[src/qrs_sqrt_pipe.sv]
module qrs_sqrt_pipe #(
  parameter int unsigned RAD_W = 66,
  parameter int unsigned PW    = 8
) (
  input  logic                 clk_i,
  input  logic                 rst_ni,
  input  logic                 en_i,
  input  logic                 valid_i,
  input  logic [RAD_W-1:0]     rad_i,
  input  logic [PW-1:0]        pay_i,
  output logic                 valid_o,
  output logic [RAD_W/2-1:0]   root_o,
  output logic [PW-1:0]        pay_o
);

  localparam int unsigned N     = RAD_W / 2;
  localparam int unsigned REM_W = N + 3;

  logic             v_q    [N];
  logic [RAD_W-1:0] rad_q  [N];
  logic [REM_W-1:0] rem_q  [N];
  logic [N-1:0]     root_q [N];
  logic [PW-1:0]    pay_q  [N];

  for (genvar i = 0; i < N; i++) begin : g_st
    logic             v_in;
    logic [RAD_W-1:0] rad_in;
    logic [REM_W-1:0] rem_in, trial, cand, rem_d;
    logic [N-1:0]     root_in;
    logic [PW-1:0]    pay_in;
    logic             ge;

    if (i == 0) begin : g_first
      assign v_in    = valid_i;
      assign rad_in  = rad_i;
      assign rem_in  = '0;
      assign root_in = '0;
      assign pay_in  = pay_i;
    end else begin : g_next
      assign v_in    = v_q[i-1];
      assign rad_in  = rad_q[i-1];
      assign rem_in  = rem_q[i-1];
      assign root_in = root_q[i-1];
      assign pay_in  = pay_q[i-1];
    end

    // one root digit per stage
    assign trial = {rem_in[REM_W-3:0], rad_in[RAD_W-1 -: 2]};
    assign cand  = REM_W'({root_in, 2'b01});
    assign ge    = (trial >= cand);
    assign rem_d = ge ? trial - cand : trial;

    always_ff @(posedge clk_i or negedge rst_ni) begin
      if (!rst_ni) begin
        v_q[i] <= 1'b0;
      end else if (en_i) begin
        v_q[i] <= v_in;
      end
    end

    always_ff @(posedge clk_i) begin
      if (en_i) begin
        rad_q[i]  <= rad_in << 2;
        rem_q[i]  <= rem_d;
        root_q[i] <= {root_in[N-2:0], ge};
        pay_q[i]  <= pay_in;
      end
    end
  end

  assign valid_o = v_q[N-1];
  assign root_o  = root_q[N-1];
  assign pay_o   = pay_q[N-1];

endmodule

[config.mk]
export PLATFORM = sky130hd
export DESIGN_NAME = qrs_sqrt_pipe
export DESIGN_NICKNAME = d
export VERILOG_FILES = /design/src/qrs_sqrt_pipe.sv
export SDC_FILE = /design/constraint.sdc
export NUM_CORES = 2
export LEC_CHECK = 0
export BUFFER_PORTS_ARGS = -buffer_cell sky130_fd_sc_hd__buf_2
export CORE_AREA = 2 2 455 457
export CTS_CLUSTER_SIZE = 28
export DETAILED_ROUTE_END_ITERATION = 16
export DIE_AREA = 0 0 457 459
export PLACE_DENSITY_LB_ADDON = 0.2
export SYNTH_ARGS = -nofsm -noshare
export SYNTH_HDL_FRONTEND = slang
export SYNTH_MEMORY_MAX_BITS = 65536
export SYNTH_SLANG_ARGS = --single-unit
[constraint.sdc]
create_clock -name clk_i -period 6.7 [get_ports clk_i]
set_clock_uncertainty 0.1 [all_clocks]
set_input_delay 0 -clock clk_i [delete_from_list [all_inputs] [get_ports clk_i]]
set_output_delay 0 -clock clk_i [all_outputs]
set_load 0.02 [all_outputs]
-- After elaboration in Yosys (flattened, before gate mapping)
Memories as Yosys holds them, arrays and structs flattened.
Cells that the tools add are included.
- bits in writable memories: 4653
- bits in read-only memories: 0
- output and inout port bits: 42
- latch bits: 0
- register bits: 33
- memories: 4
- logic and storage cells: 138
- bits of input ports: 78
- multiply operators: 0
- equality and inequality tests: 0
- shift-type cells: 0
- muxes and demuxes: 35
- add/subtract/negate cells: 33
- bitwise operators: 0
- $lt $le $gt $ge: 33
- divide/modulo/power cells: 0
- reduce and logical (&&, ||, !) cells: 0
- memories (memory ; words ; width ; rd ports ; clocked after memory_dff ; write ports ; line ; text):
    rad_q ; 33 ; 64 ; 32 ; 0 ; 33 ; 20 ; logic [RAD_W-1:0] rad_q [N];
    rem_q ; 33 ; 36 ; 32 ; 0 ; 33 ; 21 ; logic [REM_W-1:0] rem_q [N];
    root_q ; 33 ; 33 ; 33 ; 0 ; 33 ; 22 ; logic [N-1:0] root_q [N];
    pay_q ; 33 ; 8 ; 33 ; 0 ; 33 ; 23 ; logic [PW-1:0] pay_q [N];
- operators by type and width (operator ; count):
    36-bit two-way mux ; 33
    36-bit by 35-bit >= comparator with 1-bit output ; 32
    36-bit by 35-bit subtractor with 36-bit output ; 32
    2-bit by 1-bit subtractor with 3-bit output, second input constant ; 1
    2-bit by 1-bit >= comparator with 1-bit output, second input constant ; 1
    1-bit two-way mux ; 2

-- Depth between registers and ports, before layout
An unclocked memory read counts as a cell.
- depth in word-level cells: 3
- gate-level depth with buffers: 14
- mapped depth without buffers: 13

-- Least setup slack after synthesis
OpenSTA, ideal clock, no wires.
- kind: register to register
- start: mem rem_q[0][756] (netlist name)
- end: mem rem_q[0][795] (netlist name) (data pin)
- path buffers: 2
- period minus slack after synthesis: 3.550 ns
- library setup time: 0.268 ns
- stages on the path, launching flop included: 14
- data required time: 6.332 ns
- slack: 3.150 ns
- data arrival time: 3.182 ns
- path through: edfxtp_1 -> ha_1 -> nor2b_1 -> o21ai_0 -> a21oi_1 -> o41ai_1 -> o21bai_1 -> a221oi_1 -> o21ai_0 -> a41o_1 -> clkbuf_1 -> clkbuf_1 -> nand3_1 -> o21ai_0
- RTL lines (item ; line):
    start: declaration ; 21

==> impl_metrics.ini <==
[status]
outcome = finished clean

[timing]
timing.fmax_mhz = 221
setup-tns-final_ps = 0
worst_pin_slew_ps = 1300
slew_violations = 0
slew_headroom = 0.130
grt_setup_unrepaired = no
period_share = 0.675
hold_viol_final = 0
layout_min_cycle_time_ps = 4520
setup_violations = 0

[yosys]
yosys_warnings = 0
synth_seq_cells = 2951
syn_area_sq_um = 132000
syn_area_per_cell_sq_um = 13.4
async_flop_share = 0.0112
syn_nets = 10500
synth-edff-count = 2918
seq_area_frac_synth = 0.669
synth.distinct_cells = 93
synthCells = 9835
synth-main-ff-cell = edfxtp_1

[worst_setup_path]
cp-end-kind = register
critPathRequiredTime_ps = 7270
r2r-end = rem_q[0][1065]
crit_fanout = 42
r2r_setup_slack_ps = 2180
critPathKind = register to register
critPathLaunchType = register
cp_data_arrival_time_ps = 5090
timing.rr.start = rem_q[0][1008]
reg2regPathDepth = 12

[route]
drt-total-wl_mm = 265
drcViolationCount = 0
wl_per_cell_um = 20.0
vias = 77800
drtIter0Drc = 6599
dr.pass1.iters = 7
ant_nets = 0
viasPerCell = 5.87

[floorplan]
io_pins = 120
rows = 167
core_sq_um = 206000
die_h_um = 459
initial_utilization = 0.643
die_x_um = 457
dieArea_sq_um = 210000

[clock_network]
clk_pin_slew_worst_paths_ps = 60
cts_tree = yes
cts_resized = 0
clock_sinks = 2951
clk_path_buf_depth = 4
cts_root_buffer = clkbuf_16
clkLatencyLatePin_ps = 950
cts_buffers = 310
htree_levels = 5

[finish]
area_growth_pct = 11.5
post-route-util = 0.717
drive_gt1_frac = 0.0755
nNetsFinal = 11000

[power_and_ir_drop]
p_per_area_nw_per_um2 = 349
p_leak_nw = 56.6
peakVddDrop_v = 0.000328

[worst_hold_path]
worstHoldStart = en_i
min_to = rad_q[0][33]
min_path_cells = 2
min_path_type = primary input to register

[global_routing]
grt_overflow = 0
grt_max_degree = 196
grt_usage = 0.251
grt_pass1_wl_mm = 417
antenna_found_initial = 2
grt_pass1_vias = 77000

[placed_design]
gp_congestion = 0.907
dp_hpwl_mm = 180
port_buffers = 119

[flow_run]
maxCapViolations = 0
==> cells in the mapped netlist, types with 11 or more instances <==
library cell	number	area (sq um)
a2111oi_0	22	193
a211oi_1	54	405
a21boi_0	27	203
a21o_1	290	2180
a21oi_1	575	2880
a311oi_1	13	114
a31o_2	13	114
a31oi_1	56	350
and2_1	29	181
and3_1	38	238
and4_1	21	184
buf_1	14	52.6
clkbuf_1	150	563
dfrtp_1	33	826
edfxtp_1	2918	87600
ha_1	596	7460
inv_1	752	2820
mux2_2	108	1220
nand2_1	647	2430
nand2b_1	103	644
nand3_1	140	701
nand3b_1	15	113
nand4_1	121	757
nand4b_1	11	96.3
nor2_1	614	2300
nor2b_1	94	588
nor3_1	230	1150
nor3b_1	11	82.6
nor4_1	134	838
nor4b_1	14	123
o2111ai_1	11	96.3
o211ai_1	30	225
o21a_1	105	788
o21ai_0	493	2470
o21bai_1	50	375
o311ai_0	12	105
o31ai_1	66	495
o41ai_1	12	105
or2_2	40	250
or3_1	97	607
or4_1	56	420
xnor2_1	422	3700
xor2_1	444	3890
==> flip-flops by register name (all words and copies together) (netlist names) <==
name	cells
root_q	561
rem_q	1037
pay_q	264
rad_q	1056
valid_o	1
g_st.v_in	32
==> placed cells by master (no fill, tap or decap), types with 229 or more instances in the layout <==
cell       Yosys  layout
clkbuf_16      0     314
nor3_1       230     229
a21oi_1      575     574
xnor2_1      422     422
ha_1         596     596
a21o_1       290     290
inv_1        752     752
o21ai_0      493     493
edfxtp_1    2918    2918
nand2_1      647     647
xor2_1       444     444
nor2_1       614     613
==> logic make-up after synthesis <==
group	Yosys count	synth area share
buffers and inverters	933	0.0266
DFF	2951	0.669
and+or+nand+nor	2447	0.0908
xor gates and xnor gates	866	0.0573
muxes	112	0.00950
other	1	0.0000284
AOI/OAI and AO/OA	1929	0.0907
adders and majority gates	596	0.0564
==> layer usage <==
metal,vias to the layer above,wire [um],GRT usage
met2,2089,134000,0.438
li1,37400,-,-
met5,-,0,0
met4,0,9090,0.0908
met3,538,11800,0.0335
met1,37700,110000,0.324
==> power breakdown <==
group          internal (mW)  switching, mW
Clock                   9.62           6.82
Sequential              23.3           1.57
Combinational           4.30           5.94
Total                   37.2           14.3
==> worst max-delay path: stages (launching register included) <==
cell       delay [ps]
edfxtp_1          390
ha_1              360
nor2b_1           150
o21a_1            170
o21ai_0           210
a21oi_1           210
a2111oi_0         980
nor2_1            170
o21a_1            230
buf_4             270
inv_1             640
nor4b_1           130
nand4b_1          200
==> layout make-up <==
type                            count  area [sq um]
Antenna cell                        6          15.0
Tap cell                         2704          3380
Clock buffer                      368          8060
Clock inverter                    165          1570
Timing Repair Buffer              334          2820
Multi-Input combinational cell   5951         40400
Fill cell                       13500         58100
Sequential cell                  2951         88400
Inverter                          758          2850
==> worst max path at each step <==
stage | slack, ps | end | start | cells past startpoint
finish | 2180 | rem_q[0][1065] | rem_q[0][1008] | 12
CTS | 2250 | rem_q[0][1065] | rem_q[0][1008] | 12
global route | 1910 | rem_q[0][1065] | root_q[0][924] | 13
detailed placement | 2250 | rem_q[0][1065] | rem_q[0][1008] | 12
floorplan | 3150 | rem_q[0][795] | rem_q[0][756] | 13
global placement | 2400 | rem_q[0][1065] | rem_q[0][1008] | 12
==> metrics by stage <==
step	setup slack, ps	hold slack (ps)	power (mW)	cells	area, sq um
global placement	2400	-37.7	34.9	12500	136000
floorplan	3150	-396	31.9	9835	132000
global route	1910	95.2	53.9	13200	148000
detailed placement	2250	-14.4	35.2	12500	136000
CTS	2250	68.8	51.8	13200	148000
finish	2180	95.4	51.5	13200	148000
==> what timing repair did <==
item | CTS | global route
endpoints found under the hold margin | 1074 | 0
endpoints found under the setup margin | 0 | 0
hold buffers | 157 | 0
setup buffers | 0 | 0
Power figures use the tool's default switching activity.
