## config.mk

```make
export PLATFORM = sky130hd
export DESIGN_NAME = qrs_front
export DESIGN_NICKNAME = d
export VERILOG_FILES = /design/src/qrs_pkg.sv /design/src/qrs_front.sv
export SDC_FILE = /design/constraint.sdc
export NUM_CORES = 2
export LEC_CHECK = 0
export BUFFER_PORTS_ARGS = -buffer_cell sky130_fd_sc_hd__buf_2
export CORE_ASPECT_RATIO = 2
export CORE_MARGIN = 3
export CORE_UTILIZATION = 66
export CTS_CLUSTER_DIAMETER = 80
export DETAILED_ROUTE_END_ITERATION = 6
export PLACE_DENSITY = 0.89
export SETUP_SLACK_MARGIN = 0.5
export SYNTH_ARGS = -nofsm -noshare
export SYNTH_HDL_FRONTEND = slang
export SYNTH_SLANG_ARGS = --single-unit
```

## constraint.sdc

```tcl
create_clock -name clk_i -period 10 [get_ports clk_i]
set_input_delay 0.5 -clock clk_i [delete_from_list [all_inputs] [get_ports clk_i]]
set_output_delay 0.5 -clock clk_i [all_outputs]
set_load 0.005 [all_outputs]
```

## src/qrs_pkg.sv

```systemverilog
package qrs_pkg;

  // width of each root on the result port
  localparam int unsigned ROOT_W = 34;
  localparam int unsigned KIND_W = 3;

  // result classification as seen on the port
  typedef enum logic [KIND_W-1:0] {
    KIND_TWO    = 3'd0,
    KIND_ONE    = 3'd1,
    KIND_DOUBLE = 3'd2,
    KIND_NONE   = 3'd3,
    KIND_ALL    = 3'd4
  } qrs_kind_e;

  // how the back end turns sqrt and division results into roots
  typedef enum logic [2:0] {
    OP_ZERO,    // both roots zero
    OP_QUAD,    // (-b -/+ sqrt d) / 2a
    OP_DOUBLE,  // -b / 2a twice
    OP_LIN,     // -c / b
    OP_SQRT,    // +/- sqrt(|a||c|) / |a|
    OP_CZERO    // -b / a and zero
  } qrs_op_e;

  typedef struct packed {
    qrs_op_e   op;
    qrs_kind_e kind;
  } qrs_ctl_t;

endpackage

```

## src/qrs_front.sv

```systemverilog
module qrs_front #(
  parameter int unsigned CW  = 16,
  parameter int unsigned F   = 16,
  parameter int unsigned VW  = 33,
  parameter int unsigned NSW = 35,
  parameter int unsigned DW  = 17
) (
  input  logic                  clk_i,
  input  logic                  rst_ni,
  input  logic                  in_valid_i,
  output logic                  in_ready_o,
  input  logic signed [CW-1:0]  coef_a_i,
  input  logic signed [CW-1:0]  coef_b_i,
  input  logic signed [CW-1:0]  coef_c_i,
  output logic                  push_valid_o,
  input  logic                  push_ready_i,
  output qrs_pkg::qrs_ctl_t     ctl_o,
  output logic [VW-1:0]         rad_o,
  output logic signed [NSW-1:0] nb_o,
  output logic [DW-1:0]         den_o,
  output logic                  den_neg_o
);

  localparam int unsigned PW = 2 * CW;
  localparam int unsigned XW = 2 * CW + 2;

  logic                 valid_q;
  logic signed [CW-1:0] a_q, b_q, c_q;
  logic signed [PW-1:0] bb_q, ac_q;

  logic signed [XW-1:0] disc;
  logic                 az, bz, cz;
  logic [DW-1:0]        amag, bmag;
  logic signed [DW-1:0] a_ext, b_ext;
  logic signed [NSW-1:0] nb_b, nb_c;

  assign in_ready_o   = !valid_q || push_ready_i;
  assign push_valid_o = valid_q;

  always_ff @(posedge clk_i or negedge rst_ni) begin
    if (!rst_ni) begin
      valid_q <= 1'b0;
    end else if (in_ready_o) begin
      valid_q <= in_valid_i;
    end
  end

  always_ff @(posedge clk_i) begin
    if (in_valid_i && in_ready_o) begin
      a_q  <= coef_a_i;
      b_q  <= coef_b_i;
      c_q  <= coef_c_i;
      bb_q <= PW'(coef_b_i) * PW'(coef_b_i);
      ac_q <= PW'(coef_a_i) * PW'(coef_c_i);
    end
  end

  assign disc  = XW'(bb_q) - (XW'(ac_q) <<< 2);
  assign az    = (a_q == '0);
  assign bz    = (b_q == '0);
  assign cz    = (c_q == '0);
  assign a_ext = DW'(a_q);
  assign b_ext = DW'(b_q);
  assign amag  = a_q[CW-1] ? DW'(-a_ext) : DW'(a_ext);
  assign bmag  = b_q[CW-1] ? DW'(-b_ext) : DW'(b_ext);
  assign nb_b  = -(NSW'(b_q) <<< F);
  assign nb_c  = -(NSW'(c_q) <<< F);

  // classification
  always_comb begin
    ctl_o.op   = qrs_pkg::OP_ZERO;
    ctl_o.kind = qrs_pkg::KIND_ALL;
    if (!az && !bz && !cz) begin
      if (disc > 0) begin
        ctl_o.op   = qrs_pkg::OP_QUAD;
        ctl_o.kind = qrs_pkg::KIND_TWO;
      end else if (disc == 0) begin
        ctl_o.op   = qrs_pkg::OP_DOUBLE;
        ctl_o.kind = qrs_pkg::KIND_DOUBLE;
      end else begin
        ctl_o.kind = qrs_pkg::KIND_NONE;
      end
    end else if (az && !bz && !cz) begin
      ctl_o.op   = qrs_pkg::OP_LIN;
      ctl_o.kind = qrs_pkg::KIND_ONE;
    end else if (!az && bz && !cz) begin
      if (a_q[CW-1] != c_q[CW-1]) begin
        ctl_o.op   = qrs_pkg::OP_SQRT;
        ctl_o.kind = qrs_pkg::KIND_TWO;
      end else begin
        ctl_o.kind = qrs_pkg::KIND_NONE;
      end
    end else if (!az && !bz && cz) begin
      ctl_o.op   = qrs_pkg::OP_CZERO;
      ctl_o.kind = qrs_pkg::KIND_TWO;
    end else if (az && bz && !cz) begin
      ctl_o.kind = qrs_pkg::KIND_NONE;
    end else if (!az || !bz) begin
      ctl_o.kind = qrs_pkg::KIND_ONE;
    end
  end

  // operands for the back end
  always_comb begin
    rad_o     = '0;
    nb_o      = '0;
    den_o     = amag;
    den_neg_o = a_q[CW-1];
    case (ctl_o.op)
      qrs_pkg::OP_QUAD: begin
        rad_o = VW'(disc);
        nb_o  = nb_b;
        den_o = amag << 1;
      end
      qrs_pkg::OP_DOUBLE: begin
        nb_o  = nb_b;
        den_o = amag << 1;
      end
      qrs_pkg::OP_CZERO: nb_o = nb_b;
      qrs_pkg::OP_LIN: begin
        nb_o      = nb_c;
        den_o     = bmag;
        den_neg_o = b_q[CW-1];
      end
      qrs_pkg::OP_SQRT: begin
        rad_o     = VW'(-ac_q);
        den_neg_o = 1'b0;
      end
      default: ;
    endcase
  end

endmodule

```

# Word level (Yosys, flattened, before mapping)
# Index checks and enable logic that the tools add are counted.
# totals
ff_bits,113
in_bits,52
out_inout_bits,94
# op_classes
n_mux,18
n_lt_le_gt_ge,1
addsub,6
multipliers,2
n_reduce_logical,22
eq_ne,6
# op_table
operator,count
negation 32 -> 35 bit,2
case mux 35 bit (2 select lines),1
case mux 33 bit (2 select lines),1
multiplier 16 x 16 -> 32 bit,2
zero test 16 bit,3
> comparator 34 x 1 -> 1 bit (second input constant),1
zero test 34 bit,1
2-to-1 mux 17 bit,2
negation 16 -> 17 bit,2
case mux 17 bit (2 select lines),1
subtractor 32 x 34 -> 34 bit,1
negation 32 -> 33 bit,1
2-to-1 mux 6 bit,3
2-to-1 mux 3 bit,5
logical AND 1 bit,10
equality test 3 x 2 -> 1 bit (second input constant),2
equality test 3 bit (second input constant),2
2-to-1 mux 5 bit,1
zero test 1 bit,4
2-to-1 mux 2 bit,2
equality test 3 x 1 -> 1 bit (second input constant),1
OR reduction 3 bit,1
logical OR 1 bit,2
case mux 1 bit (2 select lines),1
other kinds (3),3

# Depth between registers and ports, before layout
# logic_depth
word_depth,12
ltp_mapped,25

# Worst setup path after synthesis
# No wires, ideal clock.
# synth_timing
path_type,input to register
from,in coef_b_i[15]
to,reg bb_q[29] (data pin)
path_slack_ps,2915
cell_stages,23
setup_time_ps,258
t_arrival_ps,6827
cell_sequence,clkbuf_1 -> buf_1 -> nand2_1 -> fa_1 -> inv_1 -> fa_1 -> inv_1 -> fa_1 -> inv_1 -> fa_1 -> fa_1 -> inv_1 -> fa_1 -> inv_1 -> ha_1 -> and4_1 -> and3_1 -> a21oi_1 -> a21bo_2 -> o41a_1 -> a21o_1 -> a21oi_1 -> xnor2_1
# synth_between
elab_chain_len,1
# synth_lines
element,line_no,source
"start, declared",qrs_front.sv:13,"input logic signed [CW-1:0] coef_b_i,"
multiplier 16 x 16 -> 32 bit,qrs_front.sv:53,bb_q <= PW'(coef_b_i) * PW'(coef_b_i);
"end signal, assigned",qrs_front.sv:53,
"end, declared",qrs_front.sv:29,"logic signed [PW-1:0] bb_q, ac_q;"
# Every way passes these cells.
# A chain may end at the register's enable or synchronous reset.

# Final worst setup path
# Same ends and word-level chain as after synthesis.

==> results.py <==
metrics = {
    "outcome": {
        "status": "finished clean",
    },
    "synth": {
        "syn_area_um2": 26840,
        "async_reset_ff_share_pct": 0.9009,
        "synth_top_cells_by_count": "inv_1, fa_1, nand2_1",
        "yosys.area_share.simple_pct": 14.28,
        "synth_compound_area_share_pct": 8.765,
        "synth-xor-area-share_pct": 6.000,
        "synth_warnings": 0,
        "synth-main-ff-cell": "edfxtp_1",
        "synth_top_family_by_area": "adder cells",
        "synth_mux_area_share_pct": 0.2238,
        "ys_types": 81,
        "synth_seq_cells": 111,
        "synth_area_per_cell_um2": 9.166,
        "yosys.area.top_type": "fa_1",
        "postSynthCellCount": 2928,
        "ys_seq_area_share_pct": 12.40,
        "yosysTopAreaCellShare_pct": 37.15,
        "synthAdderAreaFrac_pct": 46.94,
        "synth_edf_count": 110,
        "ys_top_cells_by_area": "fa_1, edfxtp_1, ha_1",
        "yosys.cell_count.top_type": "inv_1",
    },
    "sta": {
        "setup_tns_ns": 0,
        "fin_crit_ns": 7.254,
        "hold_viol": 0,
        "setup_ws_ns": 2.746,
        "grt_setup_unrepaired": "no",
        "hold_slack_ns": 0.3161,
        "maxSlewViolCount": 0,
        "tightestPinTransition_ns": 1.214,
        "clock_skew_ns": 0.005504,
        "max_freq_mhz": 137.9,
        "final-setup-viol-count": 0,
        "period_share_pct": 72.54,
        "slew_headroom_pct": 18.89,
    },
    "clock_tree": {
        "cts.clk_slew.worst_paths_ns": 0.08,
        "root_buffer": "clkbuf_16",
        "clk_latency_ns": 0.39,
        "numCtsBuffers": 9,
        "h-tree-depth": 3,
        "numClockSinks": 111,
        "clock_path_buffers": 2,
        "post_cts_resized": 0,
        "cts_tree": "done",
    },
    "place": {
        "place.detailed.hpwl_um": 62370,
        "place_area_um2": 27760,
        "gp_congestion": 1.006,
        "pre_cts_slack_ns": 2.341,
        "io_buffers": 129,
    },
    "layout": {
        "register_area_um2": 3328,
        "n_antenna_cell": 0,
        "areaGrowthSynthToFinish_pct": 4.616,
        "multi_input_area_um2": 20520,
        "final_area_um2": 28080,
        "drive_above_1_share_pct": 6.051,
        "nets": 3746,
        "num-fill-cells": 2922,
    },
    "global_route": {
        "track_usage_pct": 35.86,
        "antenna_found_initial": 0,
        "grt_pass1_wl_um": 120900,
        "grt_pass1_vias": 23710,
        "gr-total-overflow": 0,
        "grt_max_degree": 71,
    },
    "route": {
        "wire_per_inst_um": 21.16,
        "num_vias": 21139,
        "routed_via_density": 6.012,
        "drt_pre_antenna_iters": 7,
        "ant_nets": 0,
        "wl_um": 74380,
        "dr.first_iter.drc_count": 1492,
        "drc": 0,
    },
    "critical_path": {
        "cp-start-kind": "input pin",
        "required_ns": 10.15,
        "cp_common_cell": "fa_1",
        "reg2reg_slack_ns": 7.70,
        "path_max_fanout": 21,
        "rr_worst_depth": 3,
        "end_kind": "register",
        "criticalPathCategory": "input pin to register",
        "critPathArrivalTime_ns": 7.40,
        "timing.rr.start": "push_valid_o",
        "critPathTopFamily": "adder cells",
        "crit_buf_inv": 6,
        "slowest_delay_ns": 0.86,
        "path_cells": "buf_2, inv_1, nor2_1, fa_1, fa_1, inv_1, fa_1, inv_1, fa_1, fa_1, inv_1, fa_1, inv_1, ha_1, and4_1, and3_1, a21oi_1, a21bo_2, o41a_1, a21o_1, a21oi_1, xnor2_1",
        "crit_start": "coef_b_i[15]",
        "crit_slowest_cell": "fa_1",
        "reg2reg_to": "ac_q[31]",
    },
    "die": {
        "dieHeight_um": 291.2,
        "io_pins": 146,
        "die_w_um": 148.6,
        "coreArea_um2": 39820,
        "initial_utilization_pct": 67.39,
        "die_area_um2": 43260,
        "rows": 103,
    },
    "worst_hold_path": {
        "min_path_cells": 2,
        "hold_class": "input pin to register",
        "min_from": "in_valid_i",
        "min_to": "push_valid_o",
    },
    "run": {
        "drv_cap": 0,
    },
}
-- state kept, by name, indices dropped and copies added (netlist names) --
signal	cells
push_valid_o	1
c_q	16
b_q	16
bb_q	30
ac_q	32
a_q	16
-- area by class of cell --
class / instances / share of cell area, %
multi-input cells: 2044 / 73.07
flip-flops and latches: 111 / 11.85
inverters: 685 / 9.158
repair buffers: 135 / 2.469
well taps: 525 / 2.340
clock buffers: 10 / 0.8155
clock inverters: 6 / 0.2897
-- cells in the final DEF (no fill, tap or decap), drive strengths merged, types with 57 or more instances in the layout --
master and n:
a21oi 84, and2 165, buf 134, edfxtp 110, fa 498, ha 210, inv 685, nand2 284
nor2 118, o22ai 57, xnor2 137
-- routing by layer --
layer / GRT usage (%) / routed length, µm / vias to the layer above / share of wire, %
met5: 0 / 0 / - / 0
met4: 24.20 / 6247 / 0 / 8.4
met3: 5.950 / 5341 / 405 / 7.2
met2: 66.11 / 40100 / 1031 / 54
met1: 36.11 / 22700 / 10476 / 31
li1: - / - / 9227 / -
-- what timing repair did --
| item | CTS | global route |
|---|---|---|
| endpoints found under the setup margin | 0 | 0 |
| hold buffers | 1 | 0 |
| buffers inserted | 0 | 0 |
| endpoints found under the hold margin | 1 | 0 |
-- kinds of logic (layout without fill, tap and decap cells) --
group / Yosys count / count (layout)
AND/OR/NAND/NOR: 781 / 781
XOR/XNOR: 183 / 183
buffers and inverters: 788 / 836
other: 1 / 16
AO/OA/AOI/OAI: 350 / 350
flip-flops: 111 / 111
multiplexers: 6 / 6
adder cells (fa/ha/maj): 708 / 708
-- worst reg2reg max path, cell delays in order (launching register included) --
cell,delay [ns]
dfrtp_1,0.38
nand2b_1,0.11
and2_4,0.53
buf_4,0.87
-- through the flow --
stage / utilization (%) / std cells
6_report: 70.50 / 3516
5_1_grt: 70.50 / 3516
4_1_cts: 70.50 / 3516
3_5_place_dp: 69.70 / 3499
3_3_place_gp: 69.70 / 3499
2_1_floorplan: - / 2943
-- worst max path at each step --
stage	slack (ns)	cells after the start	end
final	2.75	22	bb_q[29]
after global routing	2.23	22	bb_q[29]
after CTS	2.76	22	bb_q[29]
after detailed placement	2.34	22	bb_q[29]
after global placement	2.41	22	bb_q[29]
after floorplan	2.92	23	bb_q[29]
Power is not shown: default switching activity piles up to over one toggle a cycle in this logic, so the estimate is an artifact.
