===== config.mk =====
export PLATFORM = sky130hd
export DESIGN_NAME = qrs_fifo
export DESIGN_NICKNAME = d
export VERILOG_FILES = /design/src/qrs_fifo.sv
export SDC_FILE = /design/constraint.sdc
export NUM_CORES = 1
export LEC_CHECK = 0
export BUFFER_PORTS_ARGS = -buffer_cell sky130_fd_sc_hd__buf_4
export CORE_MARGIN = 4
export CORE_UTILIZATION = 52
export CTS_BUF_LIST = sky130_fd_sc_hd__clkbuf_4 sky130_fd_sc_hd__clkbuf_8
export CTS_CLUSTER_DIAMETER = 200
export CTS_CLUSTER_SIZE = 14
export DETAILED_ROUTE_END_ITERATION = 12
export PLACE_DENSITY_LB_ADDON = 0.3
export SLEW_MARGIN = 20
export SYNTH_ARGS = -nofsm -noshare
export SYNTH_HDL_FRONTEND = slang
export SYNTH_SLANG_ARGS = --single-unit

===== constraint.sdc =====
create_clock -name clk_i -period 2 [get_ports clk_i]
set_input_delay 0.6 -clock clk_i [delete_from_list [all_inputs] [get_ports clk_i]]
set_output_delay 0.6 -clock clk_i [all_outputs]
set_load 0.1 [all_outputs]

===== src/qrs_fifo.sv =====
module qrs_fifo #(
  parameter int unsigned W = 8
) (
  input  logic         clk_i,
  input  logic         rst_ni,
  input  logic         push_valid_i,
  output logic         push_ready_o,
  input  logic [W-1:0] push_data_i,
  output logic         pop_valid_o,
  input  logic         pop_ready_i,
  output logic [W-1:0] pop_data_o
);

  logic [W-1:0] mem_q [2];
  logic         wptr_q, rptr_q;
  logic [1:0]   cnt_q;
  logic         push, pop;

  assign push_ready_o = (cnt_q != 2'd2);
  assign pop_valid_o  = (cnt_q != 2'd0);
  assign push         = push_valid_i && push_ready_o;
  assign pop          = pop_valid_o && pop_ready_i;
  assign pop_data_o   = mem_q[rptr_q];

  always_ff @(posedge clk_i or negedge rst_ni) begin
    if (!rst_ni) begin
      wptr_q <= 1'b0;
      rptr_q <= 1'b0;
      cnt_q  <= 2'd0;
    end else begin
      if (push) wptr_q <= ~wptr_q;
      if (pop) rptr_q <= ~rptr_q;
      cnt_q <= cnt_q + 2'(push) - 2'(pop);
    end
  end

  always_ff @(posedge clk_i) begin
    if (push) mem_q[wptr_q] <= push_data_i;
  end

endmodule


### Yosys cells after proc, flatten, opt, wreduce, memory -nomap -nowiden

Memory sizes are Yosys's and may differ from the RTL's.
Index checks and enable logic that the tools add are counted.

* register bits after elaboration: 4
* RAM bits: 16
* bits of input ports: 12
* output and inout port bits: 10
* logic and storage cells: 14
* memories kept: 1

* $add $sub $neg: 2
* equal/unequal tests: 1
* mux-type cells: 2
* bitwise gates (word level): 2
* reduce and logical (&&, ||, !) cells: 3

Memory list
* mem_q: depth 2, bits a word 8, rd ports 1, clocked after memory_dff 0, wr ports 1, RTL line 14 `logic [W-1:0] mem_q [2];`

Operators with widths (number)
* $add 2x1->2: 1
* $logic_and 1x1->1: 2
* $mux 1: 2
* $ne 2x2->1 const B: 1
* $not 1->1: 2
* $reduce_bool 2->1: 1
* $sub 2x1->2: 1

### Logic depth before layout (Yosys ltp)

Gate-level depths: netlist (run 1).

* depth after elaboration: 4
* gate-level depth with buffers: 7
* depth with buffers taken out: 7

### Worst setup path after synthesis (run 1)

Ideal clock, no wire load.

* path type: register -> register
* from: register cnt_q[0]
* to: register cnt_q[1]
* library setup time: 0.123 ns
* arrival time: 2.144 ns
* data required time: 1.877 ns
* path slack: -0.266 ns
* cell stages (with the launch flop): 8
* path buffers: 0
* clock period less this slack: 2.266 ns
* path through: dfrtp_1 -> nand2b_1 -> nand2_1 -> ha_1 -> inv_1 -> ha_1 -> xnor2_1 -> xnor2_1

* word-level cells in the longest chain between the ends: 4
* elaborated cells between the ends (all ways): 6
* classes of those cells: add/sub (2); eq/ne (1); reduce/logical (3)

Ends and longest elaborated chain
* from (decl): RTL line 16 `logic [1:0] cnt_q;`
* from (signal assigned): RTL line 33 `cnt_q <= cnt_q + 2'(push) - 2'(pop);`
* $ne 2x2->1: RTL line 19 `assign push_ready_o = (cnt_q != 2'd2);`
* net push_ready_o: RTL line 7 `output logic push_ready_o,`
* $logic_and 1x1->1: RTL line 21 `assign push = push_valid_i && push_ready_o;`
* $add 2x1->2: RTL line 33
* $sub 2x1->2: RTL line 33

The timed path passes the listed nets, and every way through them passes these cells.
A chain may end at the register's enable or synchronous reset.

### Final worst setup path (run 1)

* from: register rptr_q
* to: output pop_data_o[1]

* word-level cells in the longest chain between the ends: 1

Ends and longest elaborated chain
* from (decl): RTL line 15 `logic wptr_q, rptr_q;`
* from (signal assigned): RTL line 32 `if (pop) rptr_q <= ~rptr_q;`
* $mem_v2 2x8
* to (decl): RTL line 11 `output logic [W-1:0] pop_data_o`

Every way passes these cells.

==> results of run 1 <==
state kept, by name, summed over array words and instances, names as in the netlist:
name,cells
rptr_q,1
wptr_q,1
cnt_q,2
mem_q,16
cells in the final DEF, fill, tap and decap left out, drive strengths merged:
cell type   n
buf        25
edfxtp     16
mux2        8
clkbuf      4
dfrtp       4
xnor2       3
ha          2
or2         1
and2        1
inv         1
nand2b      1
nand2       1
and3        1
nor2        1
xor2        1
path summary, 6_finish.rpt:
| check | start | endpoint | slack, ns |
|---|---|---|---|
| worst max-delay path | rptr_q | pop_data_o[1] | 0.02 |
| worst max register to register | cnt_q[1] | cnt_q[1] | 0.27 |
| max in group asynchronous | rst_ni | rptr_q | 1.82 |
| worst min register to register | wptr_q | wptr_q | 0.50 |
| min in group clk_i | push_data_i[7] | mem_q[1][7] | 0.48 |
| worst min-delay path | rst_ni | cnt_q[0] | 0.07 |
metal layers:
layer	up-vias	part of all wire
met3	2	0.046
met2	13	0.56
met4	0	0.0079
met5	-	0
li1	211	-
met1	209	0.39
critical path, cell delays in order (launching register included):
cell     delay, ns
dfrtp_2       0.46
buf_6         0.14
mux2_4        0.31
buf_12        0.17
area by class of cell:
class                           instances  area, um^2
Clock buffer                            4        36.3
Fill cell                              68         234
Inverter                                1        3.75
Multi-Input combinational cell         20         201
Sequential cell                        20         582
Tap cell                               15        18.8
Timing Repair Buffer                   25         274
per-stage QoR:
stage	cell area, um^2	std cells	setup TNS (ns)	worst slack (ns)
final	1120	85	0	0.0157
after global routing	1120	85	-0.239	-0.0455
after CTS	1000	83	0	0.00838
after detailed placement	958	78	0	0.244
after global placement	958	78	0	0.250
after floorplan	779	42	0	0.109
kinds of logic (layout without fill, tap and decap cells):
| family | Yosys count | in the layout | share of synthesized area |
|---|---|---|---|
| buf+inv | 2 | 30 | 0.0113 |
| flops | 20 | 20 | 0.750 |
| simple gates | 6 | 6 | 0.0452 |
| mux | 8 | 8 | 0.116 |
| fa+ha+maj | 2 | 2 | 0.0323 |
| xor+xnor | 4 | 4 | 0.0452 |
repair_timing:
item / 4_1_cts / 5_1_grt
endpoints found under the setup margin: 8 / 8
setup buffers: 1 / 2
hold buffers: 0 / 0
cloned: 0 / 0
gates resized for setup: 1 / 32
==> summary.txt, run 1 <==
Run status
  • Status: complete, no violations

Routing
  • Detailed Route WL: 1390 um
  • Vias: 435
  • DRC: 0
  • Vias per inst: 5.12
  • WL/cell: 16.3 um
  • Drt pass-1 iters: 3
  • Initial DRC count: 9
  • Post-route ant nets: 0

CTS
  • CTS Sinks: 20
  • Clock tree buffer depth: 2
  • Clk_lat worst skew: 0.30 ns
  • Clk slew on worst S/H paths: 0.11 ns
  • Cts bufs inserted: 3
  • CTS H-Tree Depth: 1
  • CTS tree: yes
  • Root Buffer: clkbuf_4

Global route
  • Grt met1 use: 0.173
  • GRT met3 Usage: 0.0586
  • Gr ovfl total: 0
  • Largest net degree at the start of global routing: 12
  • Gr busiest metal: met2
  • Total track usage: 0.153
  • GR Util met2: 0.261
  • Vias in the first global route: 466
  • Initial antenna violation count: 0
  • First-pass GRT wire length: between 2000 and 2500 um

Floorplanning
  • Std cell rows: 13
  • Initial Util: 0.574
  • Chip width: 46.6 um
  • Ports: 22
  • CORE AREA: 1350 um^2
  • Die height: 46.6 um
  • Die area: 2170 um^2

STA
  • Max-slew headroom: 0.756
  • Fin crit period: 1.98 ns
  • Measured slew at the worst slew-check pin: 0.366 ns
  • Final setup viols: 0
  • RSZ-0062 raised after global routing: true
  • Skew final: between 0.003 and 0.004 ns
  • Final Hold Slack: 0.0694 ns
  • Max-slew violations: 0
  • Hold Vio Cnt, Final: 0
  • Final period util: 0.992
  • FMAX: 504 MHz

Placed design
  • HPWL after DPL: around 900 um
  • GP Congestion: around 0.61
  • Port bufs: 21

Worst setup path
  • CP endpoint kind: primary output
  • WS Path Type: reg2out
  • CP Data Required Time: around 1.4 ns
  • Arr. time, crit path: 1.38 ns
  • R2R depth: 7
  • CP Max Fanout: 4
  • Startpoint Class: flop

Min path
  • HP Class: in2async

Layout
  • Util after Layout: 0.827
  • Nets@finish: 85
  • Share of cells above drive strength 1: 0.557
  • Ant diodes: 0
  • Synth-to-Final Area Change: 44.1%

Logic synthesis
  • Post-synth EDFFs: 16
  • Yosys top cell area share: 0.620
  • Area contributors post-synth: edfxtp_1 62%, dfrtp_1 13%, mux2_1 12%
  • Most frequent cells after synthesis: 16 x edfxtp_1, 8 x mux2_1, 4 x dfrtp_1
  • Post-synth ARST share: 0.200
  • Post-synth top area cell: edfxtp_1
  • Post-synthesis cell count: 42
  • Yosys reg bits: 20
  • Mapped cell area: 774 um^2
  • Syn. warnings: 0
  • Post-synth top flop: edfxtp_1
  • Seq/Total Area, Yosys: 0.750
  • Synth cell types: 14
  • Syn nets: 56
  • Avg Cell Area, Syn: about 18 um^2
  • Count leader, synth: edfxtp_1

Job
  • Max Cap Viol: 0
Power of run 1 is not shown: default switching activity piles up to over one toggle a cycle in this logic, so the estimate is an artifact.
==> run 2, diff against run 1 <==
- CELL_PAD_IN_SITES_DETAIL_PLACEMENT: unset -> 2
- CELL_PAD_IN_SITES_GLOBAL_PLACEMENT: unset -> 2
- CORE_UTILIZATION: 52 -> 36
==> summary.txt, run 2 (synthesized netlist as in run 1, its figures left out) <==
STA
  • Measured slew at the worst slew-check pin: 0.443 ns (+0.0763 ns)
  • Post-route setup TNS: 0 ns (unchanged)
  • Skew final: 0.0145 ns (+0.0111 ns)
  • FMAX: 504 MHz (about the same)
  • Max-slew headroom: 0.705 (-0.0509)
  • RSZ-0062 raised after global routing: true
  • Final period util: 0.991 (about the same)
  • Max-slew violations: 0 (unchanged)
  • Final setup viols: 0 (unchanged)
  • Hold Vio Cnt, Final: 0 (unchanged)
  • Fin crit period: 1.98 ns (-0.00159 ns)

Global route
  • Grt met1 use: 0.132 (-0.0415)
  • Total track usage: 0.138 (-0.0151)
  • GR Util met2: 0.263 (+0.00196)
  • Vias in the first global route: 512 (+9.9%)
  • GRT met3 Usage: 0.0599 (+0.00135)
  • Largest net degree at the start of global routing: 12 (unchanged)
  • First-pass GRT wire length: 2620 um (+21%)
  • Initial antenna violation count: 0 (unchanged)
  • Gr ovfl total: 0 (unchanged)
  • Gr busiest metal: met2

Worst setup path
  • Arr. time, crit path: 1.38 ns (about the same)
  • CP endpoint kind: primary output
  • CP Cell Sequence: buf_4 > mux2_2 > buf_12
  • CP Max Fanout: 4 (unchanged)
  • WS Path Type: reg2out
  • Startpoint Class: flop
  • CP peak stage delay: 0.39 ns (-0.07 ns)
  • Slowest CP cell: dfrtp_2
  • CP Data Required Time: 1.40 ns (about the same)

Routing
  • Detailed Route WL: 2010 um (+45%)
  • Vias: 455 (+4.6%)
  • DRC: 0 (unchanged)
  • Drt pass-1 iters: 2 (-1)
  • Initial DRC count: 11 (+2)
  • Vias per inst: 4.69 (-8.3%)
  • Post-route ant nets: 0 (unchanged)
  • WL/cell: 20.7 um (+27%)

Floorplanning
  • Die height: 54.4 um (+17%)
  • Std cell rows: 16 (+3)
  • Initial Util: 0.387 (-0.187)
  • Die area: 2960 um^2 (+36%)
  • Ports: 22 (unchanged)
  • Chip width: 54.4 um (+17%)
  • CORE AREA: 2000 um^2 (+48%)

CTS
  • CTS H-Tree Depth: 1 (unchanged)
  • CTS Sinks: 20 (unchanged)
  • Clock tree buffer depth: 2 (unchanged)
  • CTS Hold Buffers Added: 0 (unchanged)
  • Root Buffer: clkbuf_4
  • Cts bufs inserted: 3 (unchanged)
  • Clk slew on worst S/H paths: 0.12 ns (about the same)
  • CTS tree: yes
  • Clk_lat worst skew: 0.30 ns (about the same)

Layout
  • Commonest cells after routing, fill and taps aside: 16 x buf_4, 16 x edfxtp_1, 8 x buf_12
  • Ant diodes: 0 (unchanged)
  • Max FFs per register: 16 (unchanged)
  • Largest Register: mem_q
  • Finished Cell Area: 1130 um^2 (+1.3%)
  • Biggest regs: mem_q (16), cnt_q (2)
  • Nets@finish: 85 (unchanged)
  • Share of cells above drive strength 1: 0.571 (+0.0143)
  • Synth-to-Final Area Change: 46.0%

Min path
  • HP Class: in2async

Placed design
  • Placed cell area: 973 um^2 (+1.6%)
  • Port bufs: 21 (unchanged)
  • GP Congestion: 0.675 (+10%)

Job
  • Max Cap Viol: 0 (unchanged)

Run status
  • Status: complete, no violations
## run 2: repair_timing
item                                    in CTS  in global routing
gates resized for setup                      6                 30
endpoints found under the setup margin       8                  8
buffers inserted                             1                  2
## run 2: stage by stage
stage / utilization / setup slack, ns / cells / hold slack, ns
after detailed placement: 0.486 / 0.199 / 90 / 0.403
after floorplan: - / 0.109 / 42 / 0.304
after global placement: 0.486 / 0.234 / 90 / 0.403
after global routing: 0.565 / -0.0407 / 97 / 0.0312
final: 0.565 / 0.0173 / 97 / 0.0673
after CTS: 0.513 / 0.000840 / 95 / 0.0650
## run 2: layout make-up
type                            instances  area (um^2)
Multi-Input combinational cell         20          194
Fill cell                             181          871
Inverter                                1         3.75
Clock buffer                            3         22.5
Tap cell                               27         33.8
Clock inverter                          1         3.75
Sequential cell                        20          582
Timing Repair Buffer                   25          292
## run 2: critical path, delay by kind of cell (launching register included)
| kind | cells | cell delay, ns |
|---|---|---|
| buffers and inverters | 2 | 0.31 |
| DFF | 1 | 0.39 |
| muxes | 1 | 0.37 |
## run 2: path summary, 6_finish.rpt
kind / start / to / slack, ns / cells past startpoint
max: rptr_q / pop_data_o[2] / 0.02 / 3
min: rst_ni / cnt_q[1] / 0.07 / 1
max reg2reg: cnt_q[1] / cnt_q[1] / 0.23 / 7
min reg2reg: wptr_q / wptr_q / 0.51 / 1
max in group asynchronous: rst_ni / wptr_q / 1.81 / 1
min in group clk_i: push_data_i[6] / mem_q[1][6] / 0.48 / 1
## run 2: routing by layer
metal | up-vias | wire length (um)
met5 | - | 0
met4 | 0 | 6
met3 | 2 | 64
met2 | 10 | 1060
met1 | 233 | 880
li1 | 210 | -
Power of run 2 is left out for the same reason.
==> run 3, diff against run 2 <==
- MAX_ROUTING_LAYER: unset -> met4
==> summary.txt, run 3 (synthesized netlist as in run 1, its figures left out) <==
Run status
  • Status: complete, no violations

CTS
  • Root Buffer: clkbuf_4
  • Cts bufs inserted: 3 (unchanged)
  • Clk_lat worst skew: 0.30 ns (about the same)
  • CTS Sinks: 20 (unchanged)
  • Clock tree buffer depth: 2 (unchanged)
  • CTS tree: yes
  • CTS H-Tree Depth: 1 (unchanged)
  • Clk slew on worst S/H paths: 0.12 ns (about the same)

Worst setup path
  • Startpoint Class: flop
  • Reg-to-reg setup timing slack: 0.24 ns (about the same)
  • Arr. time, crit path: 1.38 ns (about the same)
  • Beginning of the critical path: rptr_q
  • CP endpoint kind: primary output
  • CP Max Fanout: 4 (unchanged)
  • WS Path Type: reg2out
  • R2R depth: 7 (unchanged)
  • CP Data Required Time: 1.40 ns (about the same)
  • FF-to-FF Start: cnt_q[1]
  • Crit Reg-Reg Endpoint: cnt_q[1]

STA
  • Final period util: 0.991 (about the same)
  • Fin crit period: 1.98 ns (-0.00112 ns)
  • Post-route setup slack: 0.0184 ns (+0.00112 ns)
  • Final setup viols: 0 (unchanged)
  • Max-slew violations: 0 (unchanged)
  • Max-slew headroom: 0.711 (+0.00631)
  • Skew final: 0.0135 ns (-0.00102 ns)
  • FMAX: 505 MHz (about the same)
  • RSZ-0062 raised after global routing: true
  • Measured slew at the worst slew-check pin: 0.433 ns (-0.00947 ns)
  • Hold Vio Cnt, Final: 0 (unchanged)

Floorplanning
  • Chip width: 54.4 um (unchanged)
  • Std cell rows: 16 (unchanged)
  • Die area: 2960 um^2 (unchanged)
  • Die height: 54.4 um (unchanged)
  • Initial Util: 0.387 (unchanged)
  • Ports: 22 (unchanged)
  • CORE AREA: 2000 um^2 (unchanged)

Routing
  • Post-route ant nets: 0 (unchanged)
  • WL/cell: 20.7 um (about the same)
  • Vias per inst: 4.71 (+0.44%)
  • Drt pass-1 iters: 4 (+2)
  • Detailed Route WL: 2010 um (about the same)
  • DRC: 0 (unchanged)
  • Initial DRC count: 10 (-1)
  • Vias: 457 (+0.44%)

Layout
  • Ant diodes: 0 (unchanged)
  • Commonest cells after routing, fill and taps aside: 16 x buf_4, 16 x edfxtp_1, 8 x buf_12
  • Biggest regs: mem_q (16), cnt_q (2)
  • Finished Cell Area: 1130 um^2 (unchanged)
  • Nets@finish: 85 (unchanged)
  • Post-Layout Cell Count: 97 (unchanged)
  • Max FFs per register: 16 (unchanged)
  • Share of cells above drive strength 1: 0.571 (unchanged)
  • Synth-to-Final Area Change: 46.0% (unchanged)
  • Largest Register: mem_q

Placed design
  • GP Congestion: 0.682 (+0.98%)
  • Pre-CTS WS: 0.199 ns (unchanged)
  • Port bufs: 21 (unchanged)
  • Inst Count DP: 90 (unchanged)
  • Placed cell area: 973 um^2 (unchanged)

Global route
  • First-pass GRT wire length: 2620 um (unchanged)
  • Vias in the first global route: 512 (unchanged)
  • Largest net degree at the start of global routing: 12 (unchanged)
  • Gr ovfl total: 0 (unchanged)
  • Initial antenna violation count: 0 (unchanged)
  • Total track usage: 0.142 (+0.00392)

Min path
  • HP Class: in2async

Job
  • Max Cap Viol: 0 (unchanged)
-- run 3: cell counts in the layout (fill, tap and decap cells not counted) --
No cell type changed its count.
-- run 3: worst max-delay path by stage --
stage	slack, ns	endpoint	cells past startpoint
finish	0.02	pop_data_o[2]	3
global route	-0.04	pop_data_o[2]	3
CTS	0.0008	pop_data_o[7]	2
detailed placement	0.20	pop_data_o[3]	2
global placement	0.23	pop_data_o[4]	2
floorplan	0.11	pop_data_o[0]	2
-- run 3: repair_timing --
action                                  CTS  global route
hold buffers                              0             0
buffers inserted                          1             2
endpoints found under the setup margin    8             8
gates resized for setup                   6            30
-- run 3: cell type report --
class,count,area (um^2)
fillers,181,871
flip-flops and latches,20,582
repair buffers,25,292
multi-input cells,20,194
well taps,27,33.8
clock buffers,3,22.5
clock inverters,1,3.75
inverters,1,3.75
-- run 3: metal layers --
layer,GRT usage,wire (um)
met5,-,0
met4,0.0373,0
met3,0.0599,64
met2,0.263,1070
met1,0.132,875
-- run 3: worst max-delay path, stage by stage (launching register included) --
cell     delay, ns
dfrtp_2       0.39
buf_4         0.14
mux2_2        0.37
buf_12        0.17
-- run 3: through the flow --
stage | hold slack, ns | util | setup TNS [ns]
finish | 0.0671 | 0.565 | 0
global placement | 0.403 | 0.486 | 0
floorplan | 0.304 | - | 0
global route | 0.0312 | 0.565 | -0.191
detailed placement | 0.403 | 0.486 | 0
CTS | 0.0650 | 0.513 | 0
Power of run 3 is left out for the same reason.
